==> config.mk <==
export PLATFORM = sky130hd
export DESIGN_NAME = beat_driven_hue_wheel_core
export DESIGN_NICKNAME = d
export VERILOG_FILES = /design/src/hdl/bdhw_pkg.sv /design/src/hdl/beat_driven_hue_wheel_core.sv
export VERILOG_INCLUDE_DIRS = /design/src /design/src/hdl
export SDC_FILE = /design/constraint.sdc
export NUM_CORES = 1
export LEC_CHECK = 0
export ABC_AREA = 0
export BUFFER_PORTS_ARGS = -buffer_cell sky130_fd_sc_hd__buf_4
export CORE_ASPECT_RATIO = 0.6
export CORE_MARGIN = 1
export CORE_UTILIZATION = 35
export CTS_BUF_LIST = sky130_fd_sc_hd__clkbuf_2 sky130_fd_sc_hd__clkbuf_4 sky130_fd_sc_hd__clkbuf_8
export DETAILED_ROUTE_END_ITERATION = 8
export SYNTH_ARGS = -nofsm -noshare
export SYNTH_HDL_FRONTEND = slang
export SYNTH_SLANG_ARGS = --single-unit
==> constraint.sdc <==
create_clock -name clk_i -period 5.9 [get_ports clk_i]
set_input_delay 0.295 -clock clk_i [delete_from_list [all_inputs] [get_ports clk_i]]
set_output_delay 0.295 -clock clk_i [all_outputs]
set_load 0.02 [all_outputs]
==> src/hdl/assert_macros.svh <==
// Assertion helpers used by the RTL core.
`ifndef ASSERT_MACROS_SVH
`define ASSERT_MACROS_SVH

`ifndef SYNTH
`define ASSERT_AT(lbl, clk, rst_n, prop) \
  lbl: assert property (@(posedge clk) disable iff (!rst_n) prop) \
    else $error("assertion failed");
`define ASSERT_NEVER(lbl, clk, rst_n, cond) \
  `ASSERT_AT(lbl, clk, rst_n, !(cond))
`else
`define ASSERT_AT(lbl, clk, rst_n, prop)
`define ASSERT_NEVER(lbl, clk, rst_n, cond)
`endif

`endif

==> src/hdl/bdhw_pkg.sv <==
`timescale 1ns / 1ps

package bdhw_pkg;

  localparam int unsigned InDataW  = 56;
  localparam int unsigned OutDataW = 48;
  localparam int unsigned CfgW     = 20;
  localparam int unsigned PhaseW   = 24;
  localparam int unsigned BeatW    = 20;
  localparam int unsigned SpeedW   = 16;
  localparam int unsigned ElW      = 16;
  localparam int unsigned SlopeW   = 20;

  // serial multiplier: operand width and number of iterations
  localparam int unsigned MulW   = 20;
  localparam int unsigned MulLen = MulW;
  localparam int unsigned CntW   = $clog2(MulLen);

  localparam logic [BeatW-1:0] BeatMax = {BeatW{1'b1}};

  localparam logic [SpeedW-1:0] BaseSpeedRst  = 16'd839;
  localparam logic [SpeedW-1:0] PeakSpeedRst  = 16'd8389;
  localparam logic [SlopeW-1:0] DecaySlopeRst = 20'd3221;

  localparam logic [1:0] CmdTick   = 2'd0;
  localparam logic [1:0] CmdBeat   = 2'd1;
  localparam logic [1:0] CmdRender = 2'd2;

  localparam logic [1:0] CfgBaseSpeed  = 2'd0;
  localparam logic [1:0] CfgPeakSpeed  = 2'd1;
  localparam logic [1:0] CfgDecaySlope = 2'd2;

  localparam logic [2:0] Sector0 = 3'd0;
  localparam logic [2:0] Sector1 = 3'd1;
  localparam logic [2:0] Sector2 = 3'd2;
  localparam logic [2:0] Sector3 = 3'd3;
  localparam logic [2:0] Sector4 = 3'd4;

  typedef enum logic [2:0] {
    ST_IDLE,
    ST_MUL_DEC,
    ST_SPEED,
    ST_MUL_ADV,
    ST_PHASE,
    ST_HUE6,
    ST_COLOR
  } state_e;

endpackage

==> src/hdl/beat_driven_hue_wheel_core.sv <==
`timescale 1ns / 1ps
// Beat driven hue wheel. Input items on the s_axis side carry a command in tuser: a tick
// advances the hue phase by elapsed time times the current speed, which decays linearly from
// the peak speed to the base speed after a beat; a beat clears the beat timer; a render
// returns one fully saturated RGB(W) color on the m_axis side for the phase plus the light's
// hue offset. A beat or an unused command is taken in the idle state alone. A render passes
// through the hue6 and color states, waiting in the latter for the output register to drain. A
// tick runs both products (slope times beat time, then elapsed time times speed) through one
// shift-add multiplier that consumes one multiplier bit per cycle. The output register lets a
// new item enter while a color still waits to be taken.
`include "assert_macros.svh"

module beat_driven_hue_wheel_core (
  input  logic                          clk_i,
  input  logic                          rst_ni,
  // fields from bit 0: elapsed_ms[15:0], hue_offset[39:16], channel_base[48:40],
  // has_white[49], zero fill
  input  logic [bdhw_pkg::InDataW-1:0]  s_axis_tdata_i,
  // fields from bit 0: cmd[1:0]
  input  logic [1:0]                    s_axis_tuser_i,
  input  logic                          s_axis_tvalid_i,
  output logic                          s_axis_tready_o,
  // fields from bit 0: red[7:0], green[15:8], blue[23:16], white[31:24],
  // white_valid[32], light_channel[41:33], zero fill
  output logic [bdhw_pkg::OutDataW-1:0] m_axis_tdata_o,
  output logic                          m_axis_tvalid_o,
  input  logic                          m_axis_tready_i,
  input  logic                          cfg_we_i,
  input  logic [1:0]                    cfg_idx_i,
  input  logic [bdhw_pkg::CfgW-1:0]     cfg_data_i
);
  import bdhw_pkg::*;

  state_e state_q, state_d;

  logic [SpeedW-1:0]   base_q, peak_q;
  logic [SlopeW-1:0]   slope_q;
  logic [PhaseW-1:0]   phase_q, phase_d;
  logic [BeatW-1:0]    beat_q, beat_d;
  logic                out_valid_q, out_valid_d;

  logic [OutDataW-1:0] out_data_q, out_data_d;
  logic [MulW-1:0]     mc_q, mc_d;
  logic [MulW-1:0]     hi_q, hi_d;
  logic [MulW-1:0]     mr_q, mr_d;
  logic [CntW-1:0]     cnt_q, cnt_d;
  logic [ElW-1:0]      el_q, el_d;
  logic [PhaseW-1:0]   hue_q, hue_d;
  logic [PhaseW+2:0]   s_q, s_d;
  logic [8:0]          chan_q, chan_d;
  logic                white_q, white_d;

  logic                in_acc;
  logic [ElW-1:0]      in_el;
  logic [PhaseW-1:0]   in_hue;
  logic [BeatW:0]      beat_sum;
  logic [BeatW-1:0]    beat_sat;
  logic [MulW:0]       mul_sum;
  logic [2*MulW-1:0]   prod;
  logic [31:0]         dec;
  logic [SpeedW-1:0]   raw_speed, speed;
  logic [2:0]          sector;
  logic [PhaseW-1:0]   frac;
  logic [31:0]         rise_full;
  logic [7:0]          rise, fall;
  logic [7:0]          red, green, blue;

  assign in_el  = s_axis_tdata_i[15:0];
  assign in_hue = s_axis_tdata_i[39:16];
  assign in_acc = s_axis_tvalid_i && s_axis_tready_o;

  assign beat_sum = {1'b0, beat_q} + {{(BeatW + 1 - ElW){1'b0}}, in_el};
  assign beat_sat = beat_sum[BeatW] ? BeatMax : beat_sum[BeatW-1:0];

  // one multiplier bit per cycle, product shifts down into mr
  assign mul_sum = {1'b0, hi_q} + (mr_q[0] ? {1'b0, mc_q} : '0);
  assign prod    = {hi_q, mr_q};

  assign dec = prod[39:8];
  always_comb begin
    raw_speed = '0;
    if (dec[31:16] == '0 && dec[15:0] < peak_q) begin
      raw_speed = peak_q - dec[15:0];
    end
    speed = (raw_speed > base_q) ? raw_speed : base_q;
  end

  assign sector    = s_q[PhaseW+2:PhaseW];
  assign frac      = s_q[PhaseW-1:0];
  // frac * 255, rounded half up to 8 bits
  assign rise_full = {frac, 8'b0} - {8'b0, frac} + 32'h0080_0000;
  assign rise      = rise_full[31:24];
  assign fall      = 8'd255 - rise;

  always_comb begin
    unique case (sector)
      Sector0: begin red = 8'd255; green = rise;   blue = 8'd0;   end
      Sector1: begin red = fall;   green = 8'd255; blue = 8'd0;   end
      Sector2: begin red = 8'd0;   green = 8'd255; blue = rise;   end
      Sector3: begin red = 8'd0;   green = fall;   blue = 8'd255; end
      Sector4: begin red = rise;   green = 8'd0;   blue = 8'd255; end
      default: begin red = 8'd255; green = 8'd0;   blue = fall;   end
    endcase
  end

  always_comb begin
    state_d     = state_q;
    phase_d     = phase_q;
    beat_d      = beat_q;
    out_valid_d = out_valid_q && !m_axis_tready_i;
    out_data_d  = out_data_q;
    mc_d        = mc_q;
    hi_d        = hi_q;
    mr_d        = mr_q;
    cnt_d       = cnt_q;
    el_d        = el_q;
    hue_d       = hue_q;
    s_d         = s_q;
    chan_d      = chan_q;
    white_d     = white_q;
    s_axis_tready_o = 1'b0;

    unique case (state_q)
      ST_IDLE: begin
        s_axis_tready_o = 1'b1;
        if (s_axis_tvalid_i) begin
          unique case (s_axis_tuser_i)
            CmdTick: begin
              beat_d  = beat_sat;
              el_d    = in_el;
              mc_d    = slope_q;
              mr_d    = beat_sat;
              hi_d    = '0;
              cnt_d   = '0;
              state_d = ST_MUL_DEC;
            end
            CmdBeat: begin
              beat_d = '0;
            end
            CmdRender: begin
              hue_d   = phase_q + in_hue;
              chan_d  = s_axis_tdata_i[48:40];
              white_d = s_axis_tdata_i[49];
              state_d = ST_HUE6;
            end
            default: begin
              // unused command: drop
            end
          endcase
        end
      end
      ST_MUL_DEC, ST_MUL_ADV: begin
        hi_d  = mul_sum[MulW:1];
        mr_d  = {mul_sum[0], mr_q[MulW-1:1]};
        cnt_d = cnt_q + 1'b1;
        if (cnt_q == CntW'(MulLen - 1)) begin
          state_d = (state_q == ST_MUL_DEC) ? ST_SPEED : ST_PHASE;
        end
      end
      ST_SPEED: begin
        mc_d    = {{(MulW - SpeedW){1'b0}}, speed};
        mr_d    = {{(MulW - ElW){1'b0}}, el_q};
        hi_d    = '0;
        cnt_d   = '0;
        state_d = ST_MUL_ADV;
      end
      ST_PHASE: begin
        phase_d = phase_q + prod[PhaseW-1:0];
        state_d = ST_IDLE;
      end
      ST_HUE6: begin
        s_d     = {1'b0, hue_q, 2'b0} + {2'b0, hue_q, 1'b0};
        state_d = ST_COLOR;
      end
      ST_COLOR: begin
        // hold until the output register is free
        if (!out_valid_q || m_axis_tready_i) begin
          out_data_d  = {6'b0, chan_q, white_q, 8'd0, blue, green, red};
          out_valid_d = 1'b1;
          state_d     = ST_IDLE;
        end
      end
      default: state_d = ST_IDLE;
    endcase
  end

  always_ff @(posedge clk_i or negedge rst_ni) begin
    if (!rst_ni) begin
      state_q     <= ST_IDLE;
      phase_q     <= '0;
      beat_q      <= '0;
      out_valid_q <= 1'b0;
      base_q      <= BaseSpeedRst;
      peak_q      <= PeakSpeedRst;
      slope_q     <= DecaySlopeRst;
    end else begin
      state_q     <= state_d;
      phase_q     <= phase_d;
      beat_q      <= beat_d;
      out_valid_q <= out_valid_d;
      if (cfg_we_i) begin
        unique case (cfg_idx_i)
          CfgBaseSpeed:  base_q  <= cfg_data_i[SpeedW-1:0];
          CfgPeakSpeed:  peak_q  <= cfg_data_i[SpeedW-1:0];
          CfgDecaySlope: slope_q <= cfg_data_i[SlopeW-1:0];
          default: ;
        endcase
      end
    end
  end

  always_ff @(posedge clk_i) begin
    out_data_q <= out_data_d;
    mc_q       <= mc_d;
    hi_q       <= hi_d;
    mr_q       <= mr_d;
    cnt_q      <= cnt_d;
    el_q       <= el_d;
    hue_q      <= hue_d;
    s_q        <= s_d;
    chan_q     <= chan_d;
    white_q    <= white_d;
  end

  assign m_axis_tdata_o  = out_data_q;
  assign m_axis_tvalid_o = out_valid_q;

  `ASSERT_AT(a_cnt_range, clk_i, rst_ni,
    (state_q == ST_MUL_DEC || state_q == ST_MUL_ADV) |-> (cnt_q < CntW'(MulLen)))
  `ASSERT_AT(a_beat_on_accept, clk_i, rst_ni, !in_acc |=> $stable(beat_q))
  `ASSERT_AT(a_phase_on_update, clk_i, rst_ni, (state_q != ST_PHASE) |=> $stable(phase_q))
  `ASSERT_NEVER(a_busy_ready, clk_i, rst_ni, s_axis_tready_o && (state_q != ST_IDLE))

endmodule

==> run_results.csv <==
group,metric,value,unit
placed_design,hpwlAfterDp,34200,µm
sta,tns,0,ns
sta,grt_setup_unrepaired,"no",
power,vdd_drop_max,0.000273,V
setup_path,r2r-end,"mc_q[2]",
synthesis,yosysSeqAreaShare,43.8,%
global_routing,grt_overflow,0,
route,drt_wl_total,45200,µm
sta,holdWs,0.0677,ns
clock_network,root_buffer,"clkbuf_8",
global_routing,grt_pass1_wl,70500,µm
clock_network,clkSinkCount,275,
route,vias_per_cell,5.20,
synthesis,yosys.area_share.simple,13.7,%
synthesis,ys_warn_count,0,
sta,fmax,188,MHz
setup_path,ff2ff_setup_slack,0.59,ns
clock_network,post_cts_buffers,0,
sta,slew_headroom,17.1,%
worst_hold_path,min_path_type,"input pin to flop",
placed_design,gp_congestion,0.899,
synthesis,synthesis.area,17800,µm²
global_routing,grt_pass1_vias,12800,
sta,finalHoldViolations,0,
setup_path,required,6.24,ns
power,p_per_area,495,nW/µm²
layout,antenna_cells,0,
clock_network,ctsHtreeMaxLevel,2,
synthesis,synth_top_area_share,29.6,%
synthesis,yosysMostFrequentCell,"ha_1",
global_routing,antenna_found_initial,0,
sta,tightest_slew,1.21,ns
route,wire_per_inst,17.1,µm
global_routing,grt_max_degree,66,
synthesis,yosys-mux-area-fraction,2.69,%
global_routing,use_met2,24.1,%
layout,nNetsFinal,2191,
clock_network,tritoncts.num_buffers,46,
setup_path,crit_start,"mr_q[8]",
route,ant_nets,0,
setup_path,startpoint_type,"flop",
power,leakage,8.85,nW
synthesis,synth_fa_ha_area_share,13.1,%
synthesis,syn_inst,1759,
placed_design,io_buffers,114,
setup_path,path_cells,"ha_1, inv_1, fa_1, a21o_1, a21o_4, a21oi_2, o21a_1, o41ai_4, and4_4, o221ai_4, nor2_1, ha_1, a21o_1, a21o_1, a21oi_1, o21ai_0, o32ai_2, buf_4, o311ai_0, o21a_1",
setup_path,endpoint,"mc_q[2]",
global_routing,met3_usage,3.29,%
floorplan,start_util,35.7,%
floorplan,boundaryPins,135,
layout,fillCellCount,4795,
synthesis,synth_edf_count,175,
setup_path,reg2reg_depth,20,
clock_network,cts.repair.resized,0,
global_routing,grt_usage,17.2,%
route,vias,13800,
route,drc,0,
clock_network,clk_latency,0.60,ns
global_routing,grt.busiest_layer,"met1",
synthesis,synth_flop_cell,"edfxtp_1",
floorplan,core,49700,µm²
setup_path,crit_path_max_incr_delay,0.62,ns
setup_path,worstReg2RegStart,"mr_q[8]",
synthesis,synth_cell_types,83,
synthesis,synth_top_family_by_area,"compound AO/OA/AOI/OAI gates",
run,cap_violations,0,
synthesis,synth_seq_cells,275,
synthesis,avgSynthCellArea,10.1,µm²
route,drtPass1Iterations,5,
sta,setup_viol,0,
synthesis,synth_async_sr_flop_share,36.4,%
floorplan,die_w,293,µm
sta,fin_crit_sh,89.9,%
floorplan,row_count,63,
route,first_iter_violations,1042,
synthesis,synth_top_cell_by_area,"edfxtp_1",
run_status,outcome,"finished clean",
setup_path,cpMostUsedCell,"a21o_1",
setup_path,crit_type,"flop to flop",
sta,fin_crit,5.31,ns
clock_network,cts_tree,"done",
global_routing,globalRouteMet1Util,27.1,%
setup_path,crit_fanout,32,
layout,area_growth,16.7,%
sta,fin_skew,0.0462,ns
clock_network,postCtsHoldBufs,47,
floorplan,die_h,177,µm
synthesis,synth_area_leaders,"edfxtp_1, ha_1, dfrtp_1, o21ai_0, nor2_1",
synthesis,yosys.area_share.xor_xnor,4.98,%
floorplan,die_area,51700,µm²
clock_network,clkTransAtPathRegs,0.07,ns
setup_path,crit_arrival,5.65,ns
setup_path,end_kind,"flop",
synthesis,synth_compound_area_share,17.8,%
synthesis,synthTopCellsByCount,"ha_1, edfxtp_1, nor2_1",
sta,drv_slew,0,
setup_path,critPathSlowestCell,"o221ai_4",
layout,final_layout_size_suffix_gt1_share,14.6,%
clock_network,cts_buffer_depth,3,
-- critical path, delay by kind of cell (launching register included) --
family	cells	cell delay [ns]
adder cells (fa/ha/maj)	3	0.94
flip-flops	1	0.44
buffers and inverters	2	0.43
AO/OA/AOI/OAI	13	2.87
AND/OR/NAND/NOR	2	0.36
-- state kept, by name, summed over array words and instances, names as in the netlist --
name / flops
m_axis_tdata_o: 34
s_q: 26
hue_q: 24
phase_q: 24
beat_q: 20
hi_q: 20
mc_q: 20
mr_q: 20
slope_q: 20
base_q: 16
el_q: 16
peak_q: 16
chan_q: 9
cnt_q: 5
state_q: 3
m_axis_tvalid_o: 1
white_q: 1
-- metrics by stage --
step / power, W / instance area, µm² / std cells / utilization, % / setup WS [ns]
finish: 0.0103 / 20700 / 2644 / 41.7 / 0.594
global route: 0.0111 / 20700 / 2644 / 41.7 / 0.277
detailed placement: 0.00842 / 19300 / 2511 / 38.8 / 0.761
global placement: 0.00828 / 19300 / 2511 / 38.8 / 0.774
floorplan: 0.00705 / 17800 / 1772 / - / 1.22
CTS: 0.0103 / 20700 / 2644 / 41.7 / 0.691
-- area by class of cell --
class	instances	area, µm²	area share, %
clock inverters	16	113	0.543
repair buffers	173	1420	6.83
well taps	682	853	4.12
multi-input cells	1328	9360	45.1
inverters	100	375	1.81
flip-flops and latches	275	7780	37.5
clock buffers	70	838	4.04
-- metal layers --
metal,share of wire [%],vias up
met1,52,6536
li1,-,6783
met5,0,-
met2,40,392
met4,1.2,0
met3,6.2,46
-- placed cells by master, fill, tap and decap left out, drive strengths merged, types with 6 or more instances in the layout --
| master | instances |
|---|---|
| ha | 176 |
| edfxtp | 175 |
| nor2 | 156 |
| o21ai | 130 |
| nand2 | 129 |
| buf | 126 |
| a21oi | 112 |
| inv | 101 |
| dfrtp | 83 |
| clkbuf | 70 |
| xnor2 | 58 |
| dlygate4sd3 | 47 |
| xor2 | 43 |
| a21o | 43 |
| o21a | 41 |
| mux2 | 38 |
| nor3 | 31 |
| and2 | 31 |
| nor2b | 24 |
| nand3 | 22 |
| nand2b | 20 |
| a31oi | 20 |
| a211oi | 19 |
| dfstp | 17 |
| o311ai | 16 |
| nand4 | 15 |
| o21bai | 15 |
| and3 | 15 |
| or3 | 14 |
| conb | 14 |
| clkinv | 11 |
| a22oi | 10 |
| nand3b | 9 |
| o22ai | 9 |
| a21boi | 9 |
| nor4 | 8 |
| o31ai | 8 |
| or2 | 6 |
| o211ai | 6 |
| fa | 6 |
-- how the worst min path moves through the flow --
stage,cells after the start,startpoint,slack [ns],endpoint
floorplan,0,rst_ni,-0.0006,base_q[10]
global placement,1,rst_ni,0.29,beat_q[7]
detailed placement,1,rst_ni,0.29,beat_q[7]
CTS,2,s_axis_tdata_i[16],0.04,hue_q[0]
global route,2,s_axis_tdata_i[16],0.04,hue_q[0]
finish,2,s_axis_tdata_i[16],0.07,hue_q[0]
-- logic make-up (layout without fill, tap and decap cells) --
logic type	count (synthesis)	in the layout
fa+ha+maj	182	182
compound gates	485	485
xor+xnor	101	101
flops	275	275
buf+inv	169	359
other cells	1	14
simple gates	503	503
mux	43	43
-- where the power goes --
| part | switching, W | leakage, nW | internal, W |
|---|---|---|---|
| sequential | 0.000471 | 2.85 | 0.00287 |
| clock | 0.000827 | 0.500 | 0.000956 |
| combinational | 0.00302 | 5.50 | 0.00211 |
| total | 0.00432 | 8.85 | 0.00594 |
(Power assumes the default switching activity.)
